[src/rtl/core/positional_ordered_list_assert.svh]
// Assertion macros shared by the positional ordered list RTL.
`ifndef POSITIONAL_ORDERED_LIST_ASSERT_SVH
`define POSITIONAL_ORDERED_LIST_ASSERT_SVH

// Same-cycle implication, disabled while reset is asserted.
`define POL_ASSERT_IMP(label, clk, rst_n, ante, cons) \
	label: assert property (@(posedge clk) disable iff (!rst_n) (ante) |-> (cons)) \
		else $error("same-cycle check failed");

// Next-cycle implication, disabled while reset is asserted.
`define POL_ASSERT_NXT(label, clk, rst_n, ante, cons) \
	label: assert property (@(posedge clk) disable iff (!rst_n) (ante) |=> (cons)) \
		else $error("next-cycle check failed");

`endif

[src/rtl/core/pol_pkg.sv]
// Types, codes and constants of the positional ordered list.
`timescale 1ns / 1ps

package pol_pkg;

	localparam int CW = 5;          // entry count and position width
	localparam int WW = 32;         // word width
	localparam int QDEPTH = 2;      // command queue depth
	localparam int QAW = $clog2(QDEPTH);
	localparam int QCW = $clog2(QDEPTH + 1);

	typedef logic signed [WW-1:0] word_t;

	// request function codes
	localparam logic [2:0] FN_INS_FRONT = 3'd0;
	localparam logic [2:0] FN_INS_BACK  = 3'd1;
	localparam logic [2:0] FN_INS_POS   = 3'd2;
	localparam logic [2:0] FN_REM_FRONT = 3'd3;
	localparam logic [2:0] FN_REM_BACK  = 3'd4;
	localparam logic [2:0] FN_REM_POS   = 3'd5;
	localparam logic [2:0] FN_SEARCH    = 3'd6;

	// result status codes
	localparam logic [1:0] ST_OK    = 2'd0;
	localparam logic [1:0] ST_EMPTY = 2'd1;
	localparam logic [1:0] ST_RANGE = 2'd2;
	localparam logic [1:0] ST_FULL  = 2'd3;

	// decoded command kind
	localparam logic [1:0] KIND_NOP  = 2'd0;
	localparam logic [1:0] KIND_INS  = 2'd1;
	localparam logic [1:0] KIND_REM  = 2'd2;
	localparam logic [1:0] KIND_SRCH = 2'd3;

	// decoded command place
	localparam logic [1:0] AT_FRONT = 2'd0;
	localparam logic [1:0] AT_BACK  = 2'd1;
	localparam logic [1:0] AT_POS   = 2'd2;

	typedef struct packed {
		logic [2:0]    func;
		word_t         value;
		logic [CW-1:0] position;
	} req_t;

	typedef struct packed {
		logic [1:0]    status;
		logic          found;
		logic [CW-1:0] count;
	} res_t;

	typedef struct packed {
		logic [1:0]    kind;
		logic [1:0]    at;
		word_t         value;
		logic [CW-1:0] position;
	} cmd_t;

endpackage

[src/rtl/core/pol_front.sv]
// Front end: takes requests and decodes them into queue commands.
`timescale 1ns / 1ps

module pol_front (
	input  logic          clk,
	input  logic          arst_n,
	input  logic          start,
	input  pol_pkg::req_t request,
	input  logic          q_full,
	output logic          busy,
	output logic          push,
	output pol_pkg::cmd_t cmd
);
	import pol_pkg::*;

	logic vld_s1;
	cmd_t cmd_s1;
	cmd_t dec;
	logic take;

	assign busy = vld_s1 && q_full;
	assign push = vld_s1 && !q_full;
	assign take = start && !busy;
	assign cmd  = cmd_s1;

	// classify the function code
	always_comb begin
		dec.value    = request.value;
		dec.position = request.position;
		dec.kind     = KIND_NOP;
		dec.at       = AT_FRONT;
		case (request.func)
			FN_INS_FRONT: begin
				dec.kind = KIND_INS;
				dec.at   = AT_FRONT;
			end
			FN_INS_BACK: begin
				dec.kind = KIND_INS;
				dec.at   = AT_BACK;
			end
			FN_INS_POS: begin
				dec.kind = KIND_INS;
				dec.at   = AT_POS;
			end
			FN_REM_FRONT: begin
				dec.kind = KIND_REM;
				dec.at   = AT_FRONT;
			end
			FN_REM_BACK: begin
				dec.kind = KIND_REM;
				dec.at   = AT_BACK;
			end
			FN_REM_POS: begin
				dec.kind = KIND_REM;
				dec.at   = AT_POS;
			end
			FN_SEARCH: begin
				dec.kind = KIND_SRCH;
			end
			default: begin
				dec.kind = KIND_NOP;
			end
		endcase
	end

	// holding stage valid
	always_ff @(posedge clk or negedge arst_n) begin
		if (!arst_n) begin
			vld_s1 <= 1'b0;
		end else if (take) begin
			vld_s1 <= 1'b1;
		end else if (push) begin
			vld_s1 <= 1'b0;
		end
	end

	// holding stage payload
	always_ff @(posedge clk) begin
		if (take) begin
			cmd_s1 <= dec;
		end
	end

endmodule

[src/rtl/core/pol_queue.sv]
// Short command queue between the front end and the list engine.
`timescale 1ns / 1ps

module pol_queue (
	input  logic          clk,
	input  logic          arst_n,
	input  logic          push,
	input  pol_pkg::cmd_t cmd_in,
	input  logic          pop,
	output logic          full,
	output logic          empty,
	output pol_pkg::cmd_t cmd_out
);
	import pol_pkg::*;

	cmd_t           ent_q [QDEPTH];
	logic [QAW-1:0] wr_ptr_q;
	logic [QAW-1:0] rd_ptr_q;
	logic [QCW-1:0] cnt_q;
	logic           do_pop;

	assign full    = (cnt_q == QCW'(QDEPTH));
	assign empty   = (cnt_q == '0);
	assign do_pop  = pop && !empty;
	assign cmd_out = ent_q[rd_ptr_q];

	// entry storage
	always_ff @(posedge clk) begin
		if (push && !full) begin
			ent_q[wr_ptr_q] <= cmd_in;
		end
	end

	// pointers and fill level
	always_ff @(posedge clk or negedge arst_n) begin
		if (!arst_n) begin
			wr_ptr_q <= '0;
			rd_ptr_q <= '0;
			cnt_q    <= '0;
		end else begin
			if (push && !full) begin
				wr_ptr_q <= (wr_ptr_q == QAW'(QDEPTH - 1)) ? '0 : wr_ptr_q + QAW'(1);
			end
			if (do_pop) begin
				rd_ptr_q <= (rd_ptr_q == QAW'(QDEPTH - 1)) ? '0 : rd_ptr_q + QAW'(1);
			end
			if ((push && !full) && !do_pop) begin
				cnt_q <= cnt_q + QCW'(1);
			end else if (do_pop && !(push && !full)) begin
				cnt_q <= cnt_q - QCW'(1);
			end
		end
	end

`include "positional_ordered_list_assert.svh"

	`POL_ASSERT_IMP(a_no_push_full, clk, arst_n, full, !push)
	`POL_ASSERT_IMP(a_cnt_bound, clk, arst_n, 1'b1, cnt_q <= QCW'(QDEPTH))
	`POL_ASSERT_NXT(a_empty_drain, clk, arst_n, empty && !push, empty)

endmodule

[src/rtl/core/pol_back.sv]
// List engine: shifting slot cells, entry count and result register.
`timescale 1ns / 1ps

module pol_back #(
	parameter int CAPACITY = 16
) (
	input  logic          clk,
	input  logic          arst_n,
	input  logic          cmd_vld,
	input  pol_pkg::cmd_t cmd,
	output logic          done,
	output pol_pkg::res_t result
);
	import pol_pkg::*;

	localparam logic [CW-1:0] CAP_C = CW'(CAPACITY);

	word_t          slots_q [CAPACITY];
	logic [CW-1:0]  count_q;
	logic           done_q;
	res_t           res_q;

	logic [CAPACITY-1:0] match;
	logic [CW-1:0]       k;
	logic                do_ins;
	logic                do_rem;
	logic [1:0]          status;
	logic                found;
	logic [CW-1:0]       count_nxt;
	logic [CW:0]         pos_w;
	logic [CW:0]         count_w;

	assign pos_w   = {1'b0, cmd.position};
	assign count_w = {1'b0, count_q};

	// per-cell compare against the search word
	always_comb begin
		for (int i = 0; i < CAPACITY; i++) begin
			match[i] = (CW'(i) < count_q) && (slots_q[i] == cmd.value);
		end
	end

	// status, target index and operation select
	always_comb begin
		status = ST_OK;
		found  = 1'b0;
		do_ins = 1'b0;
		do_rem = 1'b0;
		k      = '0;
		case (cmd.kind)
			KIND_INS: begin
				if (count_q >= CAP_C) begin
					status = ST_FULL;
				end else begin
					case (cmd.at)
						AT_FRONT: begin
							do_ins = 1'b1;
						end
						AT_BACK: begin
							do_ins = 1'b1;
							k      = count_q;
						end
						default: begin
							if (cmd.position == '0 || pos_w > count_w + (CW+1)'(1)) begin
								status = ST_RANGE;
							end else begin
								do_ins = 1'b1;
								k      = cmd.position - CW'(1);
							end
						end
					endcase
				end
			end
			KIND_REM: begin
				if (count_q == '0) begin
					status = ST_EMPTY;
				end else begin
					case (cmd.at)
						AT_FRONT: begin
							do_rem = 1'b1;
						end
						AT_BACK: begin
							do_rem = 1'b1;
							k      = count_q - CW'(1);
						end
						default: begin
							if (cmd.position == '0 || cmd.position > count_q) begin
								status = ST_RANGE;
							end else begin
								do_rem = 1'b1;
								k      = cmd.position - CW'(1);
							end
						end
					endcase
				end
			end
			KIND_SRCH: begin
				if (count_q == '0) begin
					status = ST_EMPTY;
				end else begin
					found = |match;
				end
			end
			default: begin
				status = ST_OK;
			end
		endcase
	end

	always_comb begin
		count_nxt = count_q;
		if (do_ins) begin
			count_nxt = count_q + CW'(1);
		end else if (do_rem) begin
			count_nxt = count_q - CW'(1);
		end
	end

	// slot cells: shift up on insert, down on remove
	for (genvar i = 0; i < CAPACITY; i++) begin : g_cell
		localparam logic [CW-1:0] IDX = CW'(i);
		if (i == 0) begin : g_first
			always_ff @(posedge clk) begin
				if (cmd_vld && do_ins && IDX == k) begin
					slots_q[i] <= cmd.value;
				end else if (cmd_vld && do_rem && IDX >= k) begin
					slots_q[i] <= slots_q[i+1];
				end
			end
		end else if (i == CAPACITY - 1) begin : g_last
			always_ff @(posedge clk) begin
				if (cmd_vld && do_ins && IDX >= k) begin
					slots_q[i] <= (IDX == k) ? cmd.value : slots_q[i-1];
				end
			end
		end else begin : g_mid
			always_ff @(posedge clk) begin
				if (cmd_vld && do_ins && IDX >= k) begin
					slots_q[i] <= (IDX == k) ? cmd.value : slots_q[i-1];
				end else if (cmd_vld && do_rem && IDX >= k) begin
					slots_q[i] <= slots_q[i+1];
				end
			end
		end
	end

	// entry count and result strobe
	always_ff @(posedge clk or negedge arst_n) begin
		if (!arst_n) begin
			count_q <= '0;
			done_q  <= 1'b0;
		end else begin
			done_q <= cmd_vld;
			if (cmd_vld) begin
				count_q <= count_nxt;
			end
		end
	end

	// result payload
	always_ff @(posedge clk) begin
		if (cmd_vld) begin
			res_q.status <= status;
			res_q.found  <= found;
			res_q.count  <= count_nxt;
		end
	end

	assign done   = done_q;
	assign result = res_q;

`include "positional_ordered_list_assert.svh"

	`POL_ASSERT_IMP(a_count_bound, clk, arst_n, 1'b1, count_q <= CAP_C)
	`POL_ASSERT_NXT(a_done_follows, clk, arst_n, cmd_vld, done)
	`POL_ASSERT_IMP(a_full_count, clk, arst_n, done && result.status == ST_FULL, result.count == CAP_C)
	`POL_ASSERT_IMP(a_found_ok, clk, arst_n, done && result.found, result.status == ST_OK)

endmodule

[src/rtl/core/positional_ordered_list.sv]
// Top level of the positional ordered list: front end, command queue, list engine.
//
//  channel   direction  handshake            payload
//  request   in         start & !busy        request (func, value, position)
//  result    out        done, one cycle      result (status, found, count)
//
// A transaction enters the front holding stage, moves to a two-entry command
// queue and is executed by the list engine, one per cycle. It is registered in
// the holding stage, a queue entry and the result register, raising done; one
// result per cycle is sustained. busy rises only when the holding stage and
// queue are full, which cannot happen: the engine drains one command per cycle.
// arst_n clears all control state and the entry count; slot contents need none.
// The receiver cannot stall: done marks each result for exactly one cycle.
`timescale 1ns / 1ps

module positional_ordered_list #(
	parameter int CAPACITY = 16
) (
	input  logic          clk,
	input  logic          arst_n,
	input  logic          start,
	output logic          busy,
	input  pol_pkg::req_t request,
	output logic          done,
	output pol_pkg::res_t result
);
	import pol_pkg::*;

	logic push;
	logic q_full;
	logic q_empty;
	cmd_t f_cmd;
	cmd_t q_cmd;

	pol_front u_front (
		.clk     (clk),
		.arst_n  (arst_n),
		.start   (start),
		.request (request),
		.q_full  (q_full),
		.busy    (busy),
		.push    (push),
		.cmd     (f_cmd)
	);

	pol_queue u_queue (
		.clk     (clk),
		.arst_n  (arst_n),
		.push    (push),
		.cmd_in  (f_cmd),
		.pop     (!q_empty),
		.full    (q_full),
		.empty   (q_empty),
		.cmd_out (q_cmd)
	);

	pol_back #(
		.CAPACITY (CAPACITY)
	) u_back (
		.clk     (clk),
		.arst_n  (arst_n),
		.cmd_vld (!q_empty),
		.cmd     (q_cmd),
		.done    (done),
		.result  (result)
	);

endmodule
[config.mk]
export PLATFORM = sky130hd
export DESIGN_NAME = positional_ordered_list
export DESIGN_NICKNAME = d
export VERILOG_FILES = /design/src/rtl/core/pol_pkg.sv /design/src/rtl/core/pol_front.sv /design/src/rtl/core/pol_queue.sv /design/src/rtl/core/pol_back.sv /design/src/rtl/core/positional_ordered_list.sv
export VERILOG_INCLUDE_DIRS = /design/src /design/src/rtl/core
export SDC_FILE = /design/constraint.sdc
export NUM_CORES = 2
export LEC_CHECK = 0
export BUFFER_PORTS_ARGS = -buffer_cell sky130_fd_sc_hd__buf_2
export CORE_MARGIN = 1.5
export CORE_UTILIZATION = 64
export DETAILED_ROUTE_END_ITERATION = 12
export GPL_TIMING_DRIVEN = 0
export HOLD_SLACK_MARGIN = 0.12
export PLACE_DENSITY_LB_ADDON = 0.15
export SLEW_MARGIN = 20
export SYNTH_ARGS = -nofsm -noshare
export SYNTH_HDL_FRONTEND = slang
export SYNTH_HIERARCHICAL = 1
export SYNTH_SLANG_ARGS = --single-unit
[constraint.sdc]
create_clock -name clk -period 8.8 [get_ports clk]
set_input_delay 0.44 -clock clk [delete_from_list [all_inputs] [get_ports clk]]
set_output_delay 0.44 -clock clk [all_outputs]
set_load 0.01 [all_outputs]
### After elaboration in Yosys (flattened, before gate mapping)

Memories as Yosys holds them, arrays and structs flattened.
Index checks and enable logic that the tools add are counted.

| storage, ports and cells | value |
|---|---|
| memories | 2 |
| memory bits (writable) | 594 |
| register bits after elaboration | 60 |
| word-level logic and storage cells | 334 |
| input port bits | 43 |
| output and inout bits | 10 |

Memories:

| name | words | bits a word | rd ports | clocked after memory_dff | write ports | line | RTL |
|---|---|---|---|---|---|---|---|
| u_back.slots_q | 16 | 32 | 16 | 0 | 16 | pol_back.sv:18 | `word_t slots_q [CAPACITY];` |
| u_queue.ent_q | 2 | 41 | 1 | 0 | 1 | pol_queue.sv:16 | `cmd_t ent_q [QDEPTH];` |

| cells by class | value |
|---|---|
| bitwise logic cells | 16 |
| muxes and demuxes | 142 |
| $lt $le $gt $ge | 35 |
| add/subtract/negate cells | 8 |
| reduce and logical (&&, ||, !) cells | 76 |
| equal/unequal tests | 42 |

Operator list:

| kind | number |
|---|---|
| $mux W32 | 30 |
| $eq A32 B32 Y1 | 16 |
| $mux W1 | 92 |
| $logic_and A1 B1 Y1 | 55 |
| $eq A4 B5 Y1 const A | 8 |
| $ge A4 B5 Y1 const A | 8 |
| $lt A4 B5 Y1 const A | 8 |
| $mux W5 | 6 |
| $pmux W5 S2 | 3 |
| $eq A3 B5 Y1 const A | 4 |
| $ge A3 B5 Y1 const A | 4 |
| $lt A3 B5 Y1 const A | 4 |
| $mux W2 | 8 |
| $reduce_or A16 Y1 | 1 |
| $logic_not A5 Y1 | 3 |
| $or A1 B1 Y1 | 15 |
| $pmux W2 S3 | 2 |
| $eq A2 B5 Y1 const A | 2 |
| $ge A1 B5 Y1 const A | 2 |
| $ge A2 B5 Y1 const A | 2 |
| $lt A1 B5 Y1 const A | 2 |
| $lt A2 B5 Y1 const A | 2 |
| $sub A5 B1 Y5 const B | 2 |
| $eq A3 B3 Y1 const B | 3 |
| 22 further kinds | 37 |

### Logic depth before layout (Yosys ltp)

| logic depth | value |
|---|---|
| depth after elaboration | 13 |
| mapped depth | 18 |
| depth with buffers taken out | 13 |

### Cells and area by module

The synthesis kept the hierarchy.

By module, submodules not included:

| module | area each (um2) | sequential area each (um2) | cells an instance | instances |
|---|---|---|---|---|
| pol_back | 33,320.7 | 15,765.1 | 3,207 | 1 |
| pol_queue | 3,358.2 | 2,562.5 | 147 | 1 |
| pol_front | 1,332.5 | 1,256.2 | 54 | 1 |
| positional_ordered_list | 3.8 | 0.0 | 1 | 1 |

### Worst setup path after synthesis

Ideal clock, no wire load.

| path | value |
|---|---|
| path kind | register -> register |
| from | reg u_back.count_q[0] |
| to | mem u_back/slots_q[0][64] (netlist name) (enable) |
| setup time | 0.502 ns |
| stages on the path, launching flop included | 16 |
| path slack | 2.132 ns |
| arrival | 6.166 ns |
| clock period less this slack | 6.668 ns |
| path buffers | 3 |
| data required time | 8.298 ns |
| path through | dfrtp_1 -> clkbuf_1 -> inv_1 -> ha_1 -> inv_1 -> ha_1 -> nor2b_1 -> o21ai_1 -> a32oi_1 -> nor4_1 -> nor3_1 -> buf_2 -> and2_1 -> clkbuf_1 -> nor2_1 -> nor4_1 |

RTL lines:

| element | line | RTL |
|---|---|---|
| from (decl) | pol_back.sv:19 | `logic [CW-1:0] count_q;` |
| from (signal assigned) | pol_back.sv:155 | `count_q <= count_nxt;` |
| to (decl) | pol_back.sv:18 |  |

==> results.json <==
{
  "status": "finished, final reports clean",
  "detail-route-antenna-nets": 0,
  "endpoint_kind": "flop",
  "clock_latency_ps": 650,
  "hold_slack_ps": 184,
  "cpPeakStageDelay_ps": 590,
  "timing.setup.critical_path_class": "flop to flop",
  "drtIter0Drc": 5276,
  "die_h_um": 247,
  "syn_area_um2": 38000,
  "async_flop_share": 0.0168,
  "cp_slowest_cell": "clkbuf_1",
  "r2r-start": "u_back/count_q[2]",
  "finalHoldViolCount": 0,
  "htreeDepth": 3,
  "clock.fmax_mhz": 156,
  "nets": 3669,
  "cp.buffers_inverters": 8,
  "syn_area_per_cell_um2": 11.2,
  "fp.dieW_um": 247,
  "drt_pre_antenna_iters": 8,
  "skew_ps": 32.9,
  "place_area_um2": 39800,
  "cts_setup_buffers": 0,
  "worstPathRequired_ps": 9130,
  "ys_seq_area_frac": 0.515,
  "cp-startpoint": "u_back/count_q[2]",
  "cts_tree": "yes",
  "relSlewSlack": 0.147,
  "numCtsBuffers": 72,
  "clk_pin_slew_ps": 70,
  "rows": 89,
  "r2r_end": "u_back/slots_q[0][88]",
  "rsz0062_at_grt": "no",
  "timing.final.crit_share": 0.730,
  "antenna_found_initial": 2,
  "worst_path_most_repeated_cell": "buf_2",
  "cp_top_family": "buffers and inverters",
  "drive_above_1_share": 0.102,
  "design_area_um2": 42600,
  "ys_ff_latch": 654,
  "setup_tns_ps": 0,
  "vias": 31000,
  "grt_first_pass_wirelength_um": 206000,
  "dpl.hpwl_um": 113000,
  "cap_violations": 0,
  "first_global_vias": 29300,
  "synth_cell_type_count": 78,
  "period_needed_ps": 6420,
  "cp.arrival_ps": 6750,
  "grt_use_total": 0.483,
  "gp_routability_congestion": 1.13,
  "reg2reg_depth": 19,
  "ys_warn_count": 6,
  "grt_max_degree": 33,
  "post_cts_resized": 0,
  "synthesis.instances": 3409,
  "synth_edf_count": 643,
  "die_area_um2": 60900,
  "syn_nets": 3471,
  "synth_ff_type": "edfxtp_1",
  "drc": 0,
  "path_cells": "buf_6, clkbuf_1, nand3_1, xnor2_1, ha_1, and3_1, o21ai_1, a32oi_1, o22ai_1, nor2_1, and2_1, clkbuf_1, nor2_1, nor4_2, buf_2, buf_4, buf_2, buf_2, buf_2",
  "cp-endpoint": "u_back/slots_q[0][88]",
  "portBuffers": 52,
  "coreArea_um2": 58900,
  "setup_viol": 0,
  "cts_root_buf": "clkbuf_16",
  "cts_sinks": 654,
  "cp_max_fo": 10,
  "rrSetupSlack_ps": 2380,
  "hold_buffers": 39,
  "drt_wl_total_um": 148000,
  "cts_buffer_depth": 3,
  "slew_violations": 0,
  "areaGrowthSynthToFinish_pct": 12.0,
  "worst_slew_pin_slew_ps": 1270,
  "hp-class": "primary input to flop",
  "via_per_inst": 6.99,
  "ios": 53,
  "post_drt_wl_per_cell_um": 33.3,
  "cp.depth": 19,
  "gr-total-overflow": 0,
  "start_util": 0.645,
  "start_kind": "flop"
}
[area by class of cell]
type | instances | area (um2)
sequential | 654 | 19600
multi-input combinational | 2435 | 17100
fill | 4008 | 16300
clock buffer | 85 | 1870
buffer | 299 | 1410
timing repair buffer | 124 | 1100
tap | 773 | 967
clock inverter | 48 | 482
inverter | 21 | 78.8
antenna | 1 | 2.50
[layout by cell type, fill, tap and decap left out, drive strengths merged, types with 3 or more instances in the layout]
cell type	count
a2111oi	5
a21o	4
a21oi	223
a221o	33
a22oi	3
a31oi	66
and2	37
and3	5
buf	163
bufinv	5
clkbuf	306
clkinv	33
clkinvlp	8
dfrtp	11
dlygate4sd3	39
edfxtp	643
ha	19
inv	23
mux2	106
mux2i	320
nand2	283
nand2b	6
nand3	24
nand4	78
nor2	352
nor2b	6
nor3	21
nor4	86
o21ai	150
o22ai	38
o2bb2ai	3
o31ai	4
or2	3
or3	6
or4	4
xnor2	254
xor2	272
[per-stage QoR]
step           utilization  std cells  setup slack [ps]
2_1_floorplan            -       3409              2130
3_3_place_gp         0.666       4234             -1770
3_5_place_dp         0.676       4267              2530
4_1_cts              0.723       4439              2500
5_1_grt              0.723       4439              2080
6_report             0.723       4440              2380
[cells by family after synthesis]
| family | after synthesis | synth area share |
|---|---|---|
| adders and majority gates | 19 | 0.00625 |
| muxes | 426 | 0.120 |
| and+or+nand+nor | 917 | 0.110 |
| xor gates and xnor gates | 526 | 0.121 |
| buffers and inverters | 320 | 0.0390 |
| AOI/OAI and AO/OA | 547 | 0.0891 |
| DFF | 654 | 0.515 |
[state kept, by name, indices dropped and copies added (netlist names)]
name              cells
u_back/count_q        5
u_back/done           1
u_back/result         8
u_back/slots_q      512
u_front/cmd          41
u_front/vld_s1        1
u_queue/cnt_q         2
u_queue/ent_q        82
u_queue/rd_ptr_q      1
u_queue/wr_ptr_q      1
[worst reg2reg max path, stage by stage (launching register included)]
cell	delay, ps
dfrtp_1	340
buf_6	140
clkbuf_1	590
nand3_1	510
xnor2_1	260
ha_1	310
and3_1	220
o21ai_1	110
a32oi_1	530
o22ai_1	260
nor2_1	510
and2_1	210
clkbuf_1	270
nor2_1	150
nor4_2	520
buf_2	330
buf_4	190
buf_2	200
buf_2	230
buf_2	250
[metal layers]
layer  GRT usage  vias up  routed length (um)
met5           0        -                  13
met4       0.420        2               15800
met3       0.107      630               18600
met2       0.719     2865               63800
met1       0.596    14800               49800
li1            -    12700                   -
[cells in the mapped netlist, types with 5 or more instances]
master | instances | area (um2)
clkbuf_1 | 221 | 830
mux2_1 | 60 | 676
a21oi_1 | 222 | 1110
nor2b_1 | 6 | 37.5
o21ai_0 | 48 | 240
ha_1 | 19 | 238
edfxtp_1 | 643 | 19300
buf_6 | 17 | 191
buf_1 | 11 | 41.3
dfrtp_1 | 11 | 275
mux2_4 | 39 | 586
buf_2 | 33 | 165
or3_1 | 5 | 31.3
xnor2_1 | 254 | 2220
and2_1 | 36 | 225
inv_1 | 19 | 71.3
a31oi_1 | 65 | 407
nand2b_1 | 6 | 37.5
nor3_1 | 19 | 95.1
buf_4 | 13 | 97.6
mux2i_1 | 320 | 3200
o22ai_1 | 9 | 56.3
mux2_2 | 7 | 78.8
nand2_1 | 283 | 1060
nor2_1 | 351 | 1320
a221o_1 | 33 | 330
nand4_1 | 78 | 488
o22ai_2 | 29 | 363
nor4_1 | 84 | 526
xor2_1 | 272 | 2380
o21ai_1 | 101 | 505
and3_1 | 5 | 31.3
nand3_1 | 24 | 120
[how the worst min path moves through the flow]
stage           startpoint           endpoint  cells past startpoint
6_report       request[38]    u_front/cmd[37]                      2
3_5_place_dp        arst_n     u_front/vld_s1                      1
5_1_grt        request[38]    u_front/cmd[37]                      2
4_1_cts        request[38]    u_front/cmd[37]                      2
3_3_place_gp        arst_n     u_front/vld_s1                      1
2_1_floorplan       arst_n  u_back/count_q[0]                      0
Power is left out: the tool's default activity adds up to more than one toggle a clock period on the data nets, which glitch-free logic cannot reach.
